$ cat src/hw/rtl/waveset_segmenter_top_macros.svh
// Assertion macros for the top RTL file of the waveset segmenter.
`ifndef WAVESET_SEGMENTER_TOP_MACROS_SVH
`define WAVESET_SEGMENTER_TOP_MACROS_SVH

`ifndef ASSERT_OFF

// Checked at every clock edge outside reset.
`define WSS_ASSERT(label, clk, rst, prop, msg) \
  label: assert property (@(posedge clk) disable iff (rst) prop) else $error(msg);

// Checked at every clock edge, reset included.
`define WSS_ASSERT_ALWAYS(label, clk, prop, msg) \
  label: assert property (@(posedge clk) prop) else $error(msg);

`else

`define WSS_ASSERT(label, clk, rst, prop, msg)
`define WSS_ASSERT_ALWAYS(label, clk, prop, msg)

`endif

`endif

$ cat src/hw/rtl/wss_pkg.sv
`timescale 1ns / 1ps

package wss_pkg;

  localparam int INDEX_W  = 16;
  localparam int LENGTH_W = 17;
  localparam int PEAK_W   = 24;

  typedef struct packed {
    logic [INDEX_W-1:0]  head_index;
    logic [INDEX_W-1:0]  tail_index;
    logic [LENGTH_W-1:0] length;
    logic [PEAK_W-1:0]   peak;
  } wss_result_t;

endpackage

$ cat src/hw/rtl/wss_core.sv
`timescale 1ns / 1ps

module wss_core
  import wss_pkg::*;
#(
  parameter int MAX_BUFFER  = 65536,
  parameter int SAMPLE_BITS = 24
) (
  input  logic                   clk,
  input  logic                   rst,
  input  logic                   step,
  input  logic [SAMPLE_BITS-1:0] sample,
  input  logic                   last_sample,
  output logic                   emit,
  output wss_result_t            result
);

  localparam int IndexLimit = (1 << INDEX_W) - 1;
  localparam int IdxMaxInt  = (MAX_BUFFER - 1 < IndexLimit) ? MAX_BUFFER - 1 : IndexLimit;
  localparam logic [INDEX_W-1:0] IdxMax = INDEX_W'(IdxMaxInt);

  logic [SAMPLE_BITS-1:0] previous_sample;
  logic                   have_previous;
  logic                   take_next_crossing;
  logic                   waveset_open;
  logic [INDEX_W-1:0]     open_start;
  logic [INDEX_W-1:0]     sample_index;
  logic [SAMPLE_BITS-1:0] running_peak;
  logic                   overflowed;

  logic                   take_next_crossing_next;
  logic                   waveset_open_next;
  logic [INDEX_W-1:0]     open_start_next;
  logic [INDEX_W-1:0]     sample_index_next;
  logic [SAMPLE_BITS-1:0] running_peak_next;
  logic                   overflowed_next;

  logic                   cur_pos;
  logic                   cur_neg;
  logic                   prev_pos;
  logic                   prev_neg;
  logic                   crossing;
  logic                   boundary;
  logic [SAMPLE_BITS-1:0] prev_mag;
  logic [INDEX_W-1:0]     end_idx;

  always_comb begin
    cur_neg  = sample[SAMPLE_BITS-1];
    cur_pos  = !sample[SAMPLE_BITS-1] && (|sample);
    prev_neg = previous_sample[SAMPLE_BITS-1];
    prev_pos = !previous_sample[SAMPLE_BITS-1] && (|previous_sample);
    crossing = have_previous && ((prev_neg && cur_pos) || (prev_pos && cur_neg));
    boundary = !overflowed && crossing && take_next_crossing;
    emit     = boundary && waveset_open;
    prev_mag = previous_sample[SAMPLE_BITS-1] ? (~previous_sample + 1'b1) : previous_sample;
    end_idx  = sample_index - INDEX_W'(2);

    result.head_index = open_start;
    result.tail_index = end_idx;
    result.length     = {1'b0, end_idx} - {1'b0, open_start} + LENGTH_W'(1);
    result.peak       = PEAK_W'(running_peak);
  end

  always_comb begin
    take_next_crossing_next = take_next_crossing;
    waveset_open_next       = waveset_open;
    open_start_next         = open_start;
    running_peak_next       = running_peak;
    sample_index_next       = sample_index;
    overflowed_next         = overflowed;
    if (crossing) begin
      take_next_crossing_next = !take_next_crossing;
    end
    if (boundary) begin
      waveset_open_next = 1'b1;
      open_start_next   = sample_index - INDEX_W'(1);
      running_peak_next = prev_mag;
    end else if (have_previous && prev_mag > running_peak) begin
      running_peak_next = prev_mag;
    end
    if (sample_index < IdxMax) begin
      sample_index_next = sample_index + INDEX_W'(1);
    end else begin
      overflowed_next = 1'b1;
    end
  end

  always_ff @(posedge clk) begin
    if (rst || (step && last_sample)) begin
      previous_sample    <= '0;
      have_previous      <= 1'b0;
      take_next_crossing <= 1'b1;
      waveset_open       <= 1'b0;
      open_start         <= '0;
      sample_index       <= '0;
      running_peak       <= '0;
      overflowed         <= 1'b0;
    end else if (step && !overflowed) begin
      previous_sample    <= sample;
      have_previous      <= 1'b1;
      take_next_crossing <= take_next_crossing_next;
      waveset_open       <= waveset_open_next;
      open_start         <= open_start_next;
      sample_index       <= sample_index_next;
      running_peak       <= running_peak_next;
      overflowed         <= overflowed_next;
    end
  end

endmodule

$ cat src/hw/rtl/waveset_segmenter_top.sv
// A closing sample is held in the input register, its result then in the result register.
// Throughput: one sample per cycle unless a closing sample finds the result register full;
// an input and a result register let a new sample enter while a waveset awaits transfer.
// The sign compare and peak update sit between the input register and the result register.
// Reset (synchronous, active high) empties both registers and returns the segmenter state.
`timescale 1ns / 1ps
`include "waveset_segmenter_top_macros.svh"

module waveset_segmenter_top
  import wss_pkg::*;
#(
  parameter int MAX_BUFFER  = 65536,
  parameter int SAMPLE_BITS = 24
) (
  input  logic                   clk,
  input  logic                   rst,
  input  logic                   in_valid,
  output logic                   in_ready,
  input  logic [SAMPLE_BITS-1:0] sample,
  input  logic                   last_sample,
  output logic                   out_valid,
  input  logic                   out_ready,
  output logic [INDEX_W-1:0]     head_index,
  output logic [INDEX_W-1:0]     tail_index,
  output logic [LENGTH_W-1:0]    length,
  output logic [PEAK_W-1:0]      peak
);

  logic                   s1_valid;
  logic [SAMPLE_BITS-1:0] s1_sample;
  logic                   s1_last;
  logic                   emit;
  logic                   fire;
  logic                   out_free;
  wss_result_t            result;

  wss_core #(
    .MAX_BUFFER  (MAX_BUFFER),
    .SAMPLE_BITS (SAMPLE_BITS)
  ) u_core (
    .clk         (clk),
    .rst         (rst),
    .step        (fire),
    .sample      (s1_sample),
    .last_sample (s1_last),
    .emit        (emit),
    .result      (result)
  );

  assign out_free = !out_valid || out_ready;
  assign fire     = s1_valid && (!emit || out_free);
  assign in_ready = !s1_valid || fire;

  always_ff @(posedge clk) begin
    if (rst) begin
      s1_valid <= 1'b0;
    end else if (in_valid && in_ready) begin
      s1_valid <= 1'b1;
    end else if (fire) begin
      s1_valid <= 1'b0;
    end
  end

  always_ff @(posedge clk) begin
    if (in_valid && in_ready) begin
      s1_sample <= sample;
      s1_last   <= last_sample;
    end
  end

  always_ff @(posedge clk) begin
    if (rst) begin
      out_valid <= 1'b0;
    end else if (fire && emit) begin
      out_valid <= 1'b1;
    end else if (out_ready) begin
      out_valid <= 1'b0;
    end
  end

  always_ff @(posedge clk) begin
    if (fire && emit) begin
      head_index <= result.head_index;
      tail_index <= result.tail_index;
      length     <= result.length;
      peak       <= result.peak;
    end
  end

  `WSS_ASSERT(a_no_overwrite, clk, rst, (fire && emit) |-> out_free, "result register overwritten")
  `WSS_ASSERT(a_length_match, clk, rst, out_valid |-> ((LENGTH_W'(tail_index) - LENGTH_W'(head_index) + LENGTH_W'(1)) == length), "length does not match indexes")
  `WSS_ASSERT(a_length_min, clk, rst, out_valid |-> (length >= LENGTH_W'(2)), "waveset shorter than two samples")
  `WSS_ASSERT(a_ready_when_empty, clk, rst, !s1_valid |-> in_ready, "input register empty but not ready")
  `WSS_ASSERT_ALWAYS(a_reset_empty, clk, rst |=> (!out_valid && !s1_valid), "registers not empty after reset")

endmodule
$ cat config.mk
export PLATFORM = sky130hd
export DESIGN_NAME = waveset_segmenter_top
export DESIGN_NICKNAME = d
export VERILOG_FILES = /design/src/hw/rtl/wss_pkg.sv /design/src/hw/rtl/wss_core.sv /design/src/hw/rtl/waveset_segmenter_top.sv
export VERILOG_INCLUDE_DIRS = /design/src /design/src/hw/rtl
export SDC_FILE = /design/constraint.sdc
export NUM_CORES = 1
export LEC_CHECK = 0
export BUFFER_PORTS_ARGS = -buffer_cell sky130_fd_sc_hd__buf_4
export CELL_PAD_IN_SITES_DETAIL_PLACEMENT = 0
export CELL_PAD_IN_SITES_GLOBAL_PLACEMENT = 1
export CORE_MARGIN = 3
export CORE_UTILIZATION = 35
export DETAILED_ROUTE_END_ITERATION = 7
export PLACE_DENSITY_LB_ADDON = 0.15
export SYNTH_ARGS = -nofsm -noshare
export SYNTH_HDL_FRONTEND = slang
export SYNTH_SLANG_ARGS = --single-unit
$ cat constraint.sdc
create_clock -name clk -period 8.42 [get_ports clk]
set_input_delay 0.842 -clock clk [delete_from_list [all_inputs] [get_ports clk]]
set_output_delay 0.842 -clock clk [all_outputs]
set_load 0.1 [all_outputs]
# After elaboration in Yosys (flattened, before gate mapping)
# Cells that the tools add are included.
word_totals:
  reg_bits: 184
  input_bits: 29
  out_inout_bits: 75
  elab_cells: 69
classes:
  add_sub_neg: 6
  order_cmp: 2
  muxes: 7
  bitwise: 2
  n_reduce_logical: 36
op_table:
  columns: ["cell", "count"]
  rows:
  - ["24-bit two-way mux", 3]
  - ["24-bit OR reduction", 2]
  - ["24-bit by 1-bit adder with 24-bit output (second input constant)", 1]
  - ["24-bit greater-than comparator", 1]
  - ["24-bit inverter", 1]
  - ["17-bit by 1-bit adder with 17-bit output (second input constant)", 1]
  - ["16-bit by 16-bit subtractor with 17-bit output", 1]
  - ["16-bit by 1-bit adder with 16-bit output (second input constant)", 1]
  - ["16-bit < comparator (second input constant)", 1]
  - ["16-bit by 1-bit subtractor with 16-bit output (second input constant)", 1]
  - ["16-bit by 2-bit subtractor with 16-bit output (second input constant)", 1]
  - ["1-bit logical AND", 14]
  - ["2-bit AND reduction", 5]
  - ["1-bit logical NOT", 7]
  - ["2-bit nonzero test", 3]
  - ["1-bit logical OR", 5]
  - ["1-bit two-way mux", 4]
  - ["1-bit inverter", 1]

# Depth between registers and ports, before layout
depth:
  ltp_word: 14
  ltp_mapped: 16
  depth_no_buf: 15

# Hierarchy
# A second synthesis with hierarchy kept.
unflattened:
  cells_unflattened: 826
  area_unflattened_um2: 8958.6
by_module_without_submodules:
  columns: ["module", "n_inst", "cells_per_inst", "area_each_um2", "seq_area_each_um2"]
  rows:
  - ["wss_core", 1, 716, 5911.9, 1681.6]
  - ["waveset_segmenter_top", 1, 110, 3046.7, 2982.9]

# Worst setup path before layout
# Ideal clock, no wire load.
synth_timing:
  path_kind: "reg2reg"
  start: "reg u_core.previous_sample[0]"
  end: "reg head_index[0], enable pin"
  setup_ns: 0.439
  arrival_time_ns: 3.798
  path_slack_ns: 4.183
  stages_incl_launch_ff: 11
  path_buffers: 2
  cell_sequence: "dfxtp_1 inv_1 ha_1 nor4b_1 nand4_1 o21ai_1 a21boi_1 and4_1 clkbuf_1 clkbuf_1 and2_1"
synth_via:
  elab_chain_cells: 12
synth_rtl:
  columns: ["item", "line", "source"]
  rows:
  - ["from (decl)", "wss_core.sv:22", "logic [SAMPLE_BITS-1:0] previous_sample;"]
  - ["from (signal assigned)", "wss_core.sv:99", "previous_sample <= sample;"]
  - ["24-bit OR reduction *", "wss_core.sv:51", "prev_pos = !previous_sample[SAMPLE_BITS-1] && (|previous_sample);"]
  - ["1-bit logical AND *", "wss_core.sv:51", null]
  - ["1-bit logical AND *", "wss_core.sv:52", "crossing = have_previous && ((prev_neg && cur_pos) || (prev_pos && cur_neg));"]
  - ["1-bit logical OR *", "wss_core.sv:52", null]
  - ["1-bit logical AND *", "wss_core.sv:52", null]
  - ["1-bit logical AND * (2 in series)", "wss_core.sv:53", "boundary = !overflowed && crossing && take_next_crossing;"]
  - ["1-bit logical AND *", "wss_core.sv:54", "emit = boundary && waveset_open;"]
  - ["1-bit logical NOT", "waveset_segmenter_top.sv:51", "assign fire = s1_valid && (!emit || out_free);"]
  - ["1-bit logical OR", "waveset_segmenter_top.sv:51", null]
  - ["1-bit logical AND", "waveset_segmenter_top.sv:51", null]
  - ["1-bit logical AND *", "waveset_segmenter_top.sv:82", "if (fire && emit) begin"]
  - ["to (signal assigned)", "waveset_segmenter_top.sv:83", "head_index <= result.head_index;"]
  - ["to (decl)", "waveset_segmenter_top.sv:23", "output logic [INDEX_W-1:0] head_index,"]
# Mark *: on every way between the ends. The rest lies on a longest branch, timed or not.
# A chain may end at the register's enable or synchronous reset.

# Final worst setup path
layout_timing:
  start: "reg u_core.previous_sample[5]"
  end: "reg u_core.running_peak[8]"
layout_via:
  elab_cells_between_ends: 23
  cone_classes: "add/sub (1); order compare (1); mux (3); bitwise (1); reduce/logical (17)"
layout_rtl:
  columns: ["item", "line", "source"]
  rows:
  - ["24-bit inverter", "wss_core.sv:55", "prev_mag = previous_sample[SAMPLE_BITS-1] ? (~previous_sample + 1'b1) : previous_sample;"]
  - ["24-bit by 1-bit adder with 24-bit output", "wss_core.sv:55", null]
  - ["24-bit two-way mux", "wss_core.sv:55", null]
  - ["via u_core.prev_mag[15]", "wss_core.sv:44", "logic [SAMPLE_BITS-1:0] prev_mag;"]
  - ["24-bit greater-than comparator", "wss_core.sv:78", "end else if (have_previous && prev_mag > running_peak) begin"]
  - ["1-bit logical AND", "wss_core.sv:78", null]
  - ["2-bit nonzero test (no line)", null, null]
  - ["2-bit AND reduction (no line)", null, null]
  - ["to (signal assigned)", "wss_core.sv:105", "running_peak <= running_peak_next;"]
  - ["to (decl)", "wss_core.sv:28", "logic [SAMPLE_BITS-1:0] running_peak;"]
# The timed path passes the listed nets, and every way through them passes these cells. The select of a mux whose other input is x is not followed.

==> results summary <==
Derived from the worst setup path, the maximum achievable clock frequency is between 0.2 and 0.25 GHz. The number of CTS-inserted buffers came out at 17. The leading cell type in the layout, fill and taps excluded is buf_4.

The post-CTS repair timing setup buffer count came out at 0. The y dimension of the die is between 150 and 200 um. After detailed routing, the number of remaining DRC violations is 0. Clock tree synthesis selected as its root buffer the cell clkbuf_16. The via density per instance is slightly below 5. The clock edge transition at the registers on the reported setup and hold paths came out at about 0.070 ns. The worst register-to-register path begins at u_core.previous_sample[5]. Data on the critical path arrives at its endpoint at 4.85 ns. The static leakage is roughly 4 nW.

The cell area after layout came out at 10400 sq um. The CTS H-tree depth came out at 4. The areal power density over the cells is approximately 190 nW/um^2. The number of global-route vias before repair was ~5600.

The actual slew at the worst max-slew pin is slightly above 1 ns. At the later pin of the worst-skew pair, clock insertion delay measures ~0.43 ns. The worst hold endpoint is head_index[2]. The total of endpoints with negative setup slack in the final report came out at 0. The count of max-cap constraint violations came out at 0. The number of enable flip-flop cells after synthesis came out at between 90 and 100. Yosys mapped the design onto 51 distinct sky130hd cell types. Across the routed clock network, the largest skew measured is roughly 0.014 ns. VDD sags by at most a little over 0.1 mV. In the layout the commonest cells are 109 x buf_4, 98 x edfxtp_1, 86 x dfxtp_1, 77 x nor2_1, 61 x ha_1. The worst register-to-register path ends at u_core.running_peak[8]. In the synthesized netlist the async set-or-reset flop fraction comes to 0. The worst setup path category is reg -> reg. The total power after layout is a little over 2 mW. The total number of placement rows came out at between 50 and 60. The remaining global-route overflow is 0.

The placed cell area came out at 9880 sq um. The final-layout fill cell count is about 2400. Relative to the synthesized area, the layout overhead comes to 18.5%. The placeable core area is 24500 sq um.

The count of non-filler cells in the finished layout is between 1000 and 1500. The worst hold path belongs to the class reg -> reg. The hold path depth came out at 0. The global-route wire length before repair came out at 30700 um. Setup total negative slack on the finished layout was measured at 0 ns.

Setup repair after global routing left no endpoint under its margin. The floorplan die width came out at 165 um. The number of instances in the placed design came out at 1227. The largest fanout on the critical path came out at 11. The detailed router finished its first iteration with 390 violations. The starting density of the core is 0.359. The share of layout cells above drive strength 1 came out at 0.160. The number of antenna violations at the first check in global routing is 0. The number of diodes added for antenna fixing is 0. The area of the mapped netlist came out at about 9000 sq um. The die outline area is around 27000 sq um.

The tree built by TritonCTS fans out to 184 sinks. The I/O pin total came out at 104. The mean instance size in the synthesized netlist came out at ~11 sq um. The run finished with clean final reports. The routed wirelength normalized by instance count came out at roughly 15 um. The post-synthesis net count is approximately 900. The number of hold buffers added after CTS is 0. The gate count of the mapped netlist is approximately 840. The post-CTS resize count is 0. The overall routed net length came out at roughly 19000 um. The worst hold path begins at u_core.open_start[2]. The worst setup margin came out at ~3.9 ns. The count of final max-slew check failures was 0.

The detailed-route via count came out at between 6000 and 7000. The congestion estimate from routability-driven global placement came to a little under 0.8. The final number of hold-violating endpoints came out at 0. The count of nets left with antenna violations after detail routing came out at 0. Synthesis inferred roughly 180 register bits. The number of input and output port buffers inserted is between 100 and 150. The number of nets in the final layout came out at between 1000 and 1500. The number of cells on the worst reg-to-reg path is 13. In this run the deepest clock path goes through 2 buffers. The warning count from the yosys run came out at 0. In the global route stage, overall resource usage came out at 0.143. In the synthesized netlist the dominant register cell turns out to be edfxtp_1.

The critical path endpoint category is a flop. The HPWL after detailed placement is ~13000 um. The worst path required time came out at roughly 9 ns. TritonCTS built the clock tree. The minimum period implied by the final worst setup slack came out at between 4 and 5 ns. The setup slack after placement is between 3 and 4 ns. The minimum hold slack came out at roughly 0.44 ns. The worst slew margin relative to its limit came out at 0.311. The share of the Yosys chip area taken by registers is 0.529. Measured on the finished design, the core utilization comes to 0.426.

The worst register-to-register path has a setup slack of 3.91 ns. The pre-antenna-repair detailed-routing pass consisted of 5 iterations. Of the available clock period, the critical path in the final layout requires 0.535. The startpoint type of the worst setup path is a flop. Entering global routing, the biggest net connects 74 pins.
critical path: stages (launching register included):
cell and delay, ns:
dfxtp_1 0.36, nor4_1 0.66, nand4_1 0.40, o41ai_1 0.40, xnor2_1 0.19, ha_1 0.33, nand2_1 0.06, or4_1 0.50
a21oi_1 0.14, o31ai_1 0.12, a211oi_2 0.70, buf_4 0.32, nor3_1 0.06, nor3_1 0.18
how the worst max path moves through the flow:
stage	start	endpoint	slack, ns	cells after the start
2_1_floorplan	u_core.previous_sample[0]	head_index[0]	4.18	10
3_3_place_gp	u_core.previous_sample[5]	u_core.running_peak[8]	4.06	13
3_5_place_dp	u_core.previous_sample[5]	u_core.running_peak[8]	3.94	13
4_1_cts	u_core.previous_sample[5]	u_core.running_peak[8]	3.91	13
5_1_grt	u_core.previous_sample[5]	u_core.running_peak[5]	3.60	13
6_report	u_core.previous_sample[5]	u_core.running_peak[8]	3.91	13
flip-flops by register name (all words and copies together) (netlist names):
| register | count |
|---|---|
| s1_valid | 1 |
| length | 17 |
| peak | 24 |
| u_core.previous_sample | 24 |
| tail_index | 16 |
| head_index | 16 |
| out_valid | 1 |
| s1_last | 1 |
| u_core.running_peak | 24 |
| u_core.overflowed | 1 |
| s1_sample | 24 |
| u_core.have_previous | 1 |
| u_core.sample_index | 16 |
| u_core.waveset_open | 1 |
| u_core.take_next_crossing | 1 |
| u_core.open_start | 16 |
power by group:
group	total, mW	switching [mW]	internal (mW)
clock	0.771	0.366	0.405
combinational	0.258	0.146	0.112
sequential	0.997	0.0233	0.974
Yosys cell counts (all sizes together), types with 2 or more instances:
cell,number,area (sq um)
edfxtp,98,2940
dfxtp,86,1720
nor2,77,289
ha,61,763
a21oi,57,285
inv,57,214
nor3,56,280
xnor2,53,464
nand2,43,161
clkbuf,32,120
mux2i,25,250
nand3,22,115
o21ai,20,100
a211oi,19,143
nor4,16,100
o31ai,12,90.1
xor2,12,105
buf,10,45.0
nand4,8,50.1
or4,8,67.6
a311oi,6,52.6
o211ai,6,50.1
nor2b,5,31.3
and3,4,25.0
and4,4,35.0
o41ai,4,35.0
or3,4,25.0
a21o,3,22.5
and2,3,18.8
nand2b,3,18.8
o21a,3,22.5
a21boi,2,15.0
nand3b,2,15.0
nor3b,2,15.0
nor4b,2,17.5
or2,2,12.5
cell families after synthesis:
| family | share of synthesized area |
|---|---|
| xor gates and xnor gates | 0.0646 |
| AOI/OAI and AO/OA | 0.0995 |
| and+or+nand+nor | 0.146 |
| adders and majority gates | 0.0889 |
| muxes | 0.0284 |
| DFF | 0.529 |
| buffers and inverters | 0.0430 |
area by class of cell:
| class | instances | area [sq um] | share of cell area |
|---|---|---|---|
| repair buffers | 109 | 818 | 0.0784 |
| well taps | 324 | 405 | 0.0388 |
| inverters | 57 | 214 | 0.0205 |
| multi-input cells | 553 | 3780 | 0.362 |
| clock buffers | 19 | 454 | 0.0435 |
| clock inverters | 13 | 110 | 0.0105 |
| flip-flops and latches | 184 | 4660 | 0.447 |
per-layer routing:
metal	GRT usage	up-vias	share of wire
met5	0	-	0
met4	0.0457	0	0.011
met3	0.0246	14	0.033
met2	0.183	109	0.39
met1	0.237	2805	0.57
li1	-	3193	-
No activity file was read; power rests on OpenSTA's default activity.
